### src/rtl/core/sgf_pkg.sv
// Shared types and constants for the scan gap fill / nearest object block.
package sgf_pkg;

   localparam int DIST_W = 16;
   localparam int ANG_W  = 9;
   localparam int CSR_IDX_W = 2;

   localparam logic [CSR_IDX_W-1:0] CSR_MIN_DIST  = 2'd0;
   localparam logic [CSR_IDX_W-1:0] CSR_MAX_DIST  = 2'd1;
   localparam logic [CSR_IDX_W-1:0] CSR_THRESHOLD = 2'd2;

   localparam logic [DIST_W-1:0] MIN_DIST_RST  = 16'd0;
   localparam logic [DIST_W-1:0] MAX_DIST_RST  = 16'd65535;
   localparam logic [DIST_W-1:0] THRESHOLD_RST = 16'd100;

   typedef struct packed {
      logic clr;
      logic push;
      logic pick_lo;
      logic pick_hi;
   } med_ctl_type;

endpackage

### src/rtl/core/sgf_median.sv
// Window median unit: insertion sort of the pushed samples, then a two-step pick.
module sgf_median
   import sgf_pkg::*;
#(
   parameter int WINDOW_LEN = 5
) (
   input  logic              clock,
   input  logic              reset,
   input  med_ctl_type       ctl,
   input  logic [DIST_W-1:0] din,
   output logic [DIST_W-1:0] median
);

   localparam int CW = $clog2(WINDOW_LEN + 1);
   localparam int SW = $clog2(WINDOW_LEN);

   logic [DIST_W-1:0] sorted_ff [WINDOW_LEN];
   logic [DIST_W-1:0] sorted_in [WINDOW_LEN];
   logic [CW-1:0]     cnt_ff;
   logic [CW-1:0]     pos;
   logic [CW-1:0]     half_cnt;
   logic [CW-1:0]     lo_idx;
   logic [SW-1:0]     pick_idx;
   logic [DIST_W-1:0] pick_val;
   logic [DIST_W-1:0] lo_ff;
   logic [DIST_W-1:0] hi_ff;
   logic [DIST_W:0]   pair_sum;

   // insertion point: number of held entries not above the new one
   always_comb begin
      pos = '0;
      for (int j = 0; j < WINDOW_LEN; j++) begin
         if (CW'(j) < cnt_ff && sorted_ff[j] <= din) begin
            pos = pos + 1'b1;
         end
      end
      for (int j = 0; j < WINDOW_LEN; j++) begin
         if (CW'(j) < pos) begin
            sorted_in[j] = sorted_ff[j];
         end else if (CW'(j) == pos) begin
            sorted_in[j] = din;
         end else begin
            sorted_in[j] = sorted_ff[(j > 0) ? j - 1 : 0];
         end
      end
   end

   assign half_cnt = cnt_ff >> 1;
   assign lo_idx   = cnt_ff[0] ? half_cnt : half_cnt - 1'b1;
   assign pick_idx = ctl.pick_hi ? half_cnt[SW-1:0] : lo_idx[SW-1:0];

   always_comb begin
      pick_val = '0;
      for (int j = 0; j < WINDOW_LEN; j++) begin
         if (pick_idx == SW'(j)) begin
            pick_val = sorted_ff[j];
         end
      end
   end

   always_ff @(posedge clock) begin
      if (reset) begin
         cnt_ff <= '0;
      end else if (ctl.clr) begin
         cnt_ff <= '0;
      end else if (ctl.push && cnt_ff < CW'(WINDOW_LEN)) begin
         cnt_ff <= cnt_ff + 1'b1;
      end
   end

   always_ff @(posedge clock) begin
      if (ctl.push && !ctl.clr && cnt_ff < CW'(WINDOW_LEN)) begin
         sorted_ff <= sorted_in;
      end
      if (ctl.pick_lo) begin
         lo_ff <= pick_val;
      end
      if (ctl.pick_hi) begin
         hi_ff <= pick_val;
      end
   end

   assign pair_sum = {1'b0, lo_ff} + {1'b0, hi_ff};
   assign median   = (cnt_ff == '0) ? '0 : pair_sum[DIST_W:1];

endmodule

### config.mk
export PLATFORM = sky130hd
export DESIGN_NAME = sgf_median
export DESIGN_NICKNAME = d
export VERILOG_FILES = /design/src/rtl/core/sgf_pkg.sv /design/src/rtl/core/sgf_median.sv
export SDC_FILE = /design/constraint.sdc
export NUM_CORES = 1
export LEC_CHECK = 0
export ABC_CLOCK_PERIOD_IN_PS = 17700
export BUFFER_PORTS_ARGS = -buffer_cell sky130_fd_sc_hd__buf_2
export CORE_ASPECT_RATIO = 0.6
export CORE_MARGIN = 1.5
export CORE_UTILIZATION = 67
export DETAILED_ROUTE_END_ITERATION = 8
export PLACE_DENSITY = 0.86
export SLEW_MARGIN = 20
export SYNTH_ARGS = -nofsm -noshare
export SYNTH_HDL_FRONTEND = slang
export SYNTH_SLANG_ARGS = --single-unit
export TNS_END_PERCENT = 30
### constraint.sdc
create_clock -name clock -period 17.7 [get_ports clock]
set_input_delay 5.31 -clock clock [delete_from_list [all_inputs] [get_ports clock]]
set_output_delay 5.31 -clock clock [all_outputs]
set_load 0.01 [all_outputs]
## After elaboration in Yosys (flattened, before gate mapping)

Cells that the tools add are included.
Widths: inputs -> output; s select.

| operators by class | value |
|---|---|
| add/subtract/negate cells | 7 |
| magnitude comparators | 16 |
| eq/ne operators | 8 |
| mux-type cells | 17 |
| bitwise logic cells | 5 |
| reductions and logical operators | 18 |

Operators by type and width:

| cell | count |
|---|---|
| $mux 16 | 10 |
| $le 16x16->1 | 5 |
| $mux 3 | 6 |
| $add 16x16->17 | 1 |
| $add 3x1->3 const B | 5 |
| $lt 1x3->1 const A | 4 |
| $lt 2x3->1 const A | 4 |
| $logic_not 3->1 | 3 |
| $logic_and 1x1->1 | 8 |
| $reduce_and 2->1 | 4 |
| $eq 2x3->1 const A | 2 |
| $eq 3x2->1 const B | 2 |
| $lt 3x3->1 const A | 2 |
| $not 1->1 | 5 |
| $eq 1x3->1 const A | 1 |
| $eq 3x1->1 const B | 1 |
| $eq 3x3->1 const A | 1 |
| $eq 3x3->1 const B | 1 |
| $lt 3x3->1 const B | 1 |
| $reduce_and 3->1 | 1 |
| $sub 2x1->3 const B | 1 |
| $reduce_or 2->1 | 1 |
| $logic_not 1->1 | 1 |
| $mux 1 | 1 |

| storage, ports and cells | value |
|---|---|
| register bits | 115 |
| bits of input ports | 22 |
| output and inout port bits | 16 |

## Logic depth before layout (Yosys ltp)

Gate-level depths: netlist (run 1).

| depth | value |
|---|---|
| depth after elaboration | 14 |
| depth in mapped cells | 25 |

## Worst setup path after synthesis (run 1)

No wires, ideal clock.

| timing path | value |
|---|---|
| kind | in2reg |
| start point | input din[1] |
| end point | register sorted_ff[0] (netlist name) (enable) |
| arrival time | 10.104 ns |
| data required time | 17.291 ns |
| path slack | 7.187 ns |
| stages | 22 |
| buffers on the path | 0 |
| cells stage by stage | inv_1 -> ha_1 -> nor2b_1 -> o21a_1 -> o21a_1 -> o21a_1 -> o21a_1 -> o21ai_0 -> a21oi_1 -> a211oi_1 -> o21a_1 -> ha_1 -> xnor2_4 -> ha_1 -> nor3b_1 -> a21oi_1 -> inv_1 -> ha_1 -> nor2b_1 -> mux2i_1 -> nor2b_1 -> nor3_1 |

| on the way | value |
|---|---|
| cells in the longest elaborated chain, start to end | 14 |
| elaborated cells between the ends (all ways) | 22 |
| those cells by class | 4 x add/sub; 6 x order compare; 5 x mux; 1 x bitwise; 6 x reduce/logical |

RTL lines:

| item | RTL line | source |
|---|---|---|
| start, declared | sgf_median.sv:10 | `input logic [DIST_W-1:0] din,` |
| $le 16x16->1 | sgf_median.sv:33 | `if (CW'(j) < cnt_ff && sorted_ff[j] <= din) begin` |
| $logic_and 1x1->1 | sgf_median.sv:33 |  |
| $mux 1 | sgf_median.sv:33 |  |
| $add 3x1->3 | sgf_median.sv:34 | `pos = pos + 1'b1;` |
| $mux 3 | sgf_median.sv:33 |  |
| $add 3x1->3 | sgf_median.sv:34 |  |
| $mux 3 | sgf_median.sv:33 |  |
| $add 3x1->3 | sgf_median.sv:34 |  |
| $mux 3 | sgf_median.sv:33 |  |
| $add 3x1->3 | sgf_median.sv:34 |  |
| $mux 3 (*) | sgf_median.sv:33 |  |
| $lt 3x3->1 (*) | sgf_median.sv:38 | `if (CW'(j) < pos) begin` |
| $not 1->1 (no source line) (*) | - |  |
| $reduce_and 2->1 (no source line) (*) | - |  |
| end signal, assigned | sgf_median.sv:73 | `sorted_ff <= sorted_in;` |
| end, declared | sgf_median.sv:17 | `logic [DIST_W-1:0] sorted_ff [WINDOW_LEN];` |

Mark *: on every way between the ends. The rest lies on a longest branch, timed or not.
A chain may end at the register's enable or synchronous reset.

## Worst setup path after layout (run 1)

| timing path | value |
|---|---|
| start point | input din[2] |
| end point | register sorted_ff[18] (netlist name), data pin |

| on the way | value |
|---|---|
| cells in the longest elaborated chain, start to end | 13 |
| elaborated cells between the ends (all ways) | 21 |
| those cells by class | 4 x add/sub; 5 x order compare; 1 x eq/ne; 6 x mux; 5 x reduce/logical |

RTL lines:

| item | RTL line | source |
|---|---|---|
| $le 16x16->1 | sgf_median.sv:33 |  |
| $logic_and 1x1->1 | sgf_median.sv:33 |  |
| $mux 1 | sgf_median.sv:33 |  |
| $add 3x1->3 | sgf_median.sv:34 |  |
| $mux 3 | sgf_median.sv:33 |  |
| $add 3x1->3 | sgf_median.sv:34 |  |
| $mux 3 | sgf_median.sv:33 |  |
| $add 3x1->3 | sgf_median.sv:34 |  |
| $mux 3 | sgf_median.sv:33 |  |
| $add 3x1->3 | sgf_median.sv:34 |  |
| $mux 3 | sgf_median.sv:33 |  |
| $eq 2x3->1 | sgf_median.sv:40 | `end else if (CW'(j) == pos) begin` |
| $mux 16 (*) | sgf_median.sv:40 |  |

Marked as above.

==> results of run 1 <==
==> cells in the mapped netlist (all sizes together), types with 3 or more instances <==
master	count	area share, %
edfxtp	112	43
a22o	10	1.1
nand4	14	1.1
a22oi	6	0.57
o21ai	31	2.0
inv	32	1.5
o21bai	4	0.38
nor3	8	0.51
a311oi	3	0.34
a21oi	37	2.4
buf	7	0.78
xor2	3	0.34
dfxtp	3	0.77
nand2b	7	0.56
mux2i	3	0.38
and4	3	0.34
nor2b	15	1.2
a21o	14	1.3
and2	5	0.43
ha	105	17
a222oi	16	2.0
mux2	65	10
nor2	50	2.5
clkbuf	11	0.53
xnor2	10	1.5
nand2	19	0.91
a211oi	6	0.57
o31a	3	0.45
o21a	9	0.86
nor3b	4	0.45
nand3	13	0.83
o211ai	5	0.48
==> per-stage QoR <==
| step | utilization, % | std cells |
|---|---|---|
| finish | 77.4 | 876 |
| detailed placement | 72.3 | 843 |
| global placement | 72.3 | 843 |
| CTS | 77.3 | 875 |
| global route | 77.4 | 876 |
| floorplan | - | 656 |
==> path summary, 6_finish.rpt <==
| path | cells past startpoint | slack, ns | end | startpoint |
|---|---|---|---|---|
| max | 24 | 7.20 | sorted_ff[18] | din[2] |
| min reg2reg | 1 | 0.61 | sorted_ff[40] | sorted_ff[56] |
| min | 1 | 0.61 | sorted_ff[40] | sorted_ff[56] |
| max reg2reg | 22 | 11.96 | sorted_ff[18] | sorted_ff[50] |
==> routing by layer <==
| layer | GRT usage, % | up-vias | part of all wire, % |
|---|---|---|---|
| met4 | 17.1 | 0 | 4.1 |
| met5 | 0 | - | 0 |
| met3 | 12.9 | 92 | 14 |
| li1 | - | 2651 | - |
| met1 | 53.3 | 2969 | 41 |
| met2 | 54.5 | 444 | 41 |
==> cell families after synthesis <==
kind of cell | synth area share, %
AOI/OAI and AO/OA | 14.3
and+or+nand+nor | 9.34
adders and majority gates | 17.0
buffers and inverters | 2.84
muxes | 10.7
xor gates and xnor gates | 2.09
DFF | 43.7
==> layout make-up <==
class,count,area (µm²)
Clock buffer,17,425
Clock inverter,15,144
Fill cell,720,2560
Inverter,32,120
Multi-Input combinational cell,491,4210
Sequential cell,115,3420
Tap cell,160,200
Timing Repair Buffer,46,256
==> report_power, final <==
part           total [mW]  internal, mW  switching (mW)
combinational       0.135        0.0547          0.0799
clock               0.337         0.196           0.141
sequential          0.330         0.319          0.0112
==> flip-flops by register name, summed over array words and instances, names as in the netlist <==
signal	count
hi_ff	16
sorted_ff	80
lo_ff	16
cnt_ff	3
==> key figures, run 1 <==
Finish
  • NumNets Final: roughly 830
  • Leading cell type in the layout, fill and taps excluded: sky130_fd_sc_hd__edfxtp_1
  • Area Growth Syn to Fin: 12.0%
  • Commonest non-fill, non-tap cells in the layout: 112 x sky130_fd_sc_hd__edfxtp_1, 105 x sky130_fd_sc_hd__ha_1, 49 x sky130_fd_sc_hd__nor2_1, 38 x sky130_fd_sc_hd__mux2_1
  • Final instance area: 8770 µm²
  • Ant. Diodes: 0
  • Layout cell share with drive strength beyond 1: between 15 and 20%

Drt
  • DR WL/cell: roughly 26 µm
  • Pre-antenna DRT Iters: 6
  • Via density per instance: 7.03
  • DRC errors left: 0
  • Number of nets still failing antenna checks after routing: 0
  • Overall routed net length: between 20000 and 25000 µm
  • Via Count: 6156
  • Iteration-0 DRC Markers: 873

Synth
  • Number of enable flip-flop cells after synthesis: 112
  • Number of nets in the synthesized netlist: 784
  • Avg Cell Area, Syn: 11.9 µm²
  • Area of the mapped netlist: around 7800 µm²
  • Total number of yosys warnings: 0
  • Count of distinct cell types in the synthesized netlist: 68
  • Async SR Flop Fraction: 0%
  • Top_reg_cell synth: sky130_fd_sc_hd__edfxtp_1
  • Part of the Yosys area used for sequential elements: 43.7%
  • Post-Syn Instances: between 600 and 700
  • Post-synthesis sequential element count: 115

STA
  • Worst Tran Pin Value: 1.15 ns
  • Unrepaired setup endpoints after global routing: no
  • Highest attainable clock frequency: about 95 MHz
  • Post-route clock period utilization: 59.3%
  • Final setup viols: 0
  • Slew Limit Fails: 0
  • Post-layout minimum cycle time: 10.50 ns
  • Maximum clock skew at final layout: 0.00990 ns
  • Total negative setup slack: 0 ns
  • Final hold violation count: 0
  • Worst slew margin relative to its limit: 23.5%
  • Worst Hold Slack: 0.608 ns
  • Worst Setup Slack, final: between 7 and 8 ns

CTS
  • Clock latency reported for the late side of the worst-skew pair: 0.43 ns
  • Number of gates resized after CTS: 0
  • TritonCTS clock tree: built
  • Clock transition at path regs: around 0.06 ns
  • Number of sinks driven by the clock tree: 115
  • Hold Buf Count CTS: 0
  • Number of buffers inserted to repair setup after CTS: 0
  • Buffer type at the clock tree root: sky130_fd_sc_hd__clkbuf_16
  • Cts bufs inserted: 17
  • Total number of H-tree levels: 4
  • Clk buf depth: 2

Power
  • Total chip power: 0.802 mW
  • Power density cells: 91.4 nW/µm²
  • Leakage dissipation: ~3.7 nW
  • IR drop worst, VDD: 0.0645 mV

Floorplan
  • Height of the die: 86.8 µm
  • Die Width: 143 µm
  • Starting density of the core: 69.1%
  • Area of the core region: 11300 µm²
  • I/O pin count: 38
  • Number of cell rows: 30
  • Area of the die: 12400 µm²

Setup path
  • Total buffers and inverters traversed by the critical path: 4
  • Cell type of the slowest stage on the worst timing path: sky130_fd_sc_hd__o21ai_2
  • Classification of the worst setup path: input pin to flip-flop
  • Worst path required time: about 18 ns
  • Maximum fanout encountered on the critical timing path: 9
  • Type of element capturing the critical path: flip-flop
  • Cell occurring most often along the worst timing path: sky130_fd_sc_hd__ha_1
  • Top delay family on crit path: compound AO/OA/AOI/OAI gates
  • Largest stage delay on the critical path: 0.62 ns
  • Critical path startpoint category: input pin
  • Crit-path cells: buf_2, inv_1, ha_1, a21oi_1, o22ai_1, o21a_1, o21a_1, o21ai_0, a21boi_0, o21ai_0, o211ai_1, a21oi_1, ha_1, xnor2_4, ha_1, nor3b_1, a21oi_1, inv_1, ha_1, nand2_1, nor2_1, o21ai_2, buf_4, mux2_1
  • CP Data Arrival Time: roughly 11 ns

Global routing
  • Congestion Overflow GR: 0
  • Number of global-route vias before repair: between 6000 and 7000
  • Antenna violations before repair: 0
  • Total routing resource utilization after global routing: 38.3%
  • Largest net degree at the start of global routing: 22
  • Global-route wire length before repair: about 34000 µm

Placed design
  • Placement Setup Slack: 6.92 ns
  • Final weighted congestion of routability-driven global placement: just over 1
  • Post-DP Area: 8190 µm²
  • Estimated wirelength of the detail-placed design: 15800 µm
  • # port buffers: 37

Job
  • Max capacitance violation total: 0

Worst hold path
  • Hold Path Class: flip-flop to flip-flop

Status
  • Outcome: completed
(Power assumes the default switching activity.)
==> inputs of run 2 (changes only) <==
ABC_CLOCK_PERIOD_IN_PS = 10250   (was 17700)
CORE_UTILIZATION = 63   (was 67)
PLACE_DENSITY = 0.82   (was 0.86)
clock period = 10.25 ns   (was 17.7 ns; I/O delays follow)
==> run 2 against run 1 <==
Compared with the run above: sequential share of layout area fell by 0.43 points; non-clock buffer count is the same; combinational power is 71% higher; routed wire length is 1.0% lower; flip-flop and latch count stayed put.
==> key figures, run 2 (synthesis gave the netlist of run 1 again) <==
Finish
  • Ant. Diodes: 0 (unchanged)
  • Flip-flop count of the largest register, all copies and words added: 80 (unchanged)
  • Post-layout instance count excluding filler cells: 881 (+0.57%)
  • Registers with the most flip-flops: sorted_ff x80, hi_ff x16, lo_ff x16
  • Area Growth Syn to Fin: 13.3%
  • Area used by multi-input combinational logic: 4210 µm² (unchanged)
  • NumNets Final: 831 (unchanged)
  • Final instance area: 8870 µm² (+1.1%)
  • Commonest non-fill, non-tap cells in the layout: 112 x sky130_fd_sc_hd__edfxtp_1, 105 x sky130_fd_sc_hd__ha_1, 49 x sky130_fd_sc_hd__nor2_1, 38 x sky130_fd_sc_hd__mux2_1
  • Leading cell type in the layout, fill and taps excluded: sky130_fd_sc_hd__edfxtp_1
  • Sequential Area: 3420 µm² (unchanged)
  • Final core utilization: 73.3% (-4.1 points)
  • Layout cell share with drive strength beyond 1: 17.0% (unchanged)
  • Most flops, register: sorted_ff
  • Total of fill cells in the finished design: 821 (+14%)

CTS
  • Buffer type at the clock tree root: sky130_fd_sc_hd__clkbuf_16
  • Clk buf depth: 2 (unchanged)
  • Number of sinks driven by the clock tree: 115 (unchanged)
  • Clock latency reported for the late side of the worst-skew pair: 0.42 ns (about the same)
  • Number of buffers inserted to repair setup after CTS: 0 (unchanged)
  • Total number of H-tree levels: 4 (unchanged)
  • Hold Buf Count CTS: 0 (unchanged)
  • Cts bufs inserted: 17 (unchanged)
  • TritonCTS clock tree: built
  • Clock transition at path regs: 0.06 ns (about the same)
  • Number of gates resized after CTS: 0 (unchanged)

Power
  • IR drop worst, VDD: 0.142 mV (+120%)
  • Total chip power: 1.48 mW (+85%)
  • Leakage dissipation: 3.71 nW (+1.5%)
  • Power density cells: 167 nW/µm² (+82%)

Drt
  • DR WL/cell: 25.2 µm (-1.6%)
  • DRC errors left: 0 (unchanged)
  • Overall routed net length: 22200 µm (-1.0%)
  • Via Count: 6006 (-2.4%)
  • Pre-antenna DRT Iters: 6 (unchanged)
  • Number of nets still failing antenna checks after routing: 0 (unchanged)
  • Iteration-0 DRC Markers: 834 (-4.5%)
  • Via density per instance: 6.82 (-3.0%)

Placed design
  • # port buffers: 37 (unchanged)
  • Estimated wirelength of the detail-placed design: 15500 µm (-1.7%)
  • Final weighted congestion of routability-driven global placement: 0.998 (-2.1%)
  • Placement Setup Slack: 1.77 ns (-5.15 ns)
  • Post-DP Area: 8210 µm² (+0.17%)
  • Number of cells in the design after placement: 849 (+0.71%)

Floorplan
  • Die Width: 147 µm (+3.1%)
  • Area of the die: 13100 µm² (+6.2%)
  • Number of cell rows: 31 (+3.3%)
  • Height of the die: 89.4 µm (+3.0%)
  • Starting density of the core: 64.7% (-4.4 points)
  • I/O pin count: 38 (unchanged)
  • Area of the core region: 12100 µm² (+6.8%)

Setup path
  • Critical path startpoint category: input pin
  • Maximum fanout encountered on the critical timing path: 10 (+1)
  • Classification of the worst setup path: input pin to flip-flop
  • Type of element capturing the critical path: flip-flop
  • Worst path required time: 10.37 ns (-7.50 ns)
  • CP Data Arrival Time: 8.26 ns (-2.41 ns)
  • Largest stage delay on the critical path: 0.66 ns (+0.04 ns)
  • Total buffers and inverters traversed by the critical path: 4 (unchanged)
  • Top delay family on crit path: compound AO/OA/AOI/OAI gates
  • Crit-path cells: buf_2, inv_1, ha_1, nor2b_1, o21a_1, o21a_1, o21a_1, o21a_1, o21ai_0, a21oi_1, a211oi_1, o21a_1, ha_1, xnor2_4, ha_1, nor3b_1, a21oi_1, inv_1, ha_1, nor2b_1, mux2i_1, nor2_1, buf_4
  • Cell type of the slowest stage on the worst timing path: sky130_fd_sc_hd__nor2_1
  • Cell occurring most often along the worst timing path: sky130_fd_sc_hd__o21a_1

STA
  • Unrepaired setup endpoints after global routing: no
  • Final setup viols: 0 (unchanged)
  • Final hold violation count: 0 (unchanged)
  • Maximum clock skew at final layout: 0.00739 ns (-0.00251 ns)
  • Slew Limit Fails: 0 (unchanged)
  • Post-route clock period utilization: about four fifths
  • Worst slew margin relative to its limit: 22.8% (-0.77 points)
  • Post-layout minimum cycle time: roughly 8.1 ns
  • Total negative setup slack: 0 ns (unchanged)
  • Worst Setup Slack, final: 2.11 ns (-5.09 ns)
  • Highest attainable clock frequency: 123 MHz
  • Worst Tran Pin Value: 1.15 ns (+0.00807 ns)
  • Worst Hold Slack: 0.607 ns (-0.00179 ns)

Worst hold path
  • Hold Path Class: flip-flop to flip-flop

Global routing
  • Total routing resource utilization after global routing: 35.4% (-2.9 points)
  • Number of global-route vias before repair: 5759 (-4.8%)
  • Congestion Overflow GR: 0 (unchanged)
  • Largest net degree at the start of global routing: 22 (unchanged)
  • Global-route wire length before repair: 33300 µm (-1.9%)
  • Antenna violations before repair: 0 (unchanged)

Job
  • Max capacitance violation total: 0 (unchanged)

Status
  • Outcome: completed
## run 2: cell types whose count changed in the layout (fill, tap and decap cells not counted)
cell,previous run,this run
sky130_fd_sc_hd__inv_6,8,6
sky130_fd_sc_hd__clkinv_4,1,3
sky130_fd_sc_hd__inv_8,0,1
sky130_fd_sc_hd__bufinv_16,1,5
sky130_fd_sc_hd__clkinvlp_4,4,0
sky130_fd_sc_hd__buf_4,8,9
sky130_fd_sc_hd__buf_6,1,0
sky130_fd_sc_hd__clkinv_2,1,0
## run 2: layout make-up
class / instances / share of cell area, %
multi-input combinational: 491 / 47.4
sequential: 115 / 38.6
clock buffer: 17 / 4.79
timing repair buffer: 46 / 2.85
clock inverter: 15 / 2.71
tap: 165 / 2.33
inverter: 32 / 1.35
## run 2: metal layers
layer	GRT usage (%)	up-vias	wire length, µm
met3	11.9	58	2940
li1	-	2657	-
met1	49.1	2887	9340
met2	51.4	404	9310
met5	0	-	0
met4	14.3	0	651
## run 2: path summary, 6_finish.rpt
path / start / endpoint / slack, ns / cells past startpoint
worst max register to register: sorted_ff[65] / sorted_ff[71] / 4.58 / 21
worst max-delay path: din[1] / sorted_ff[71] / 2.11 / 23
worst min register to register: sorted_ff[51] / sorted_ff[35] / 0.61 / 1
worst min-delay path: sorted_ff[51] / sorted_ff[35] / 0.61 / 1
## run 2: power breakdown
| group | total [mW] | internal (mW) | switching, mW |
|---|---|---|---|
| registers | 0.570 | 0.551 | 0.0192 |
| logic | 0.231 | 0.0947 | 0.136 |
| clock network | 0.679 | 0.439 | 0.240 |
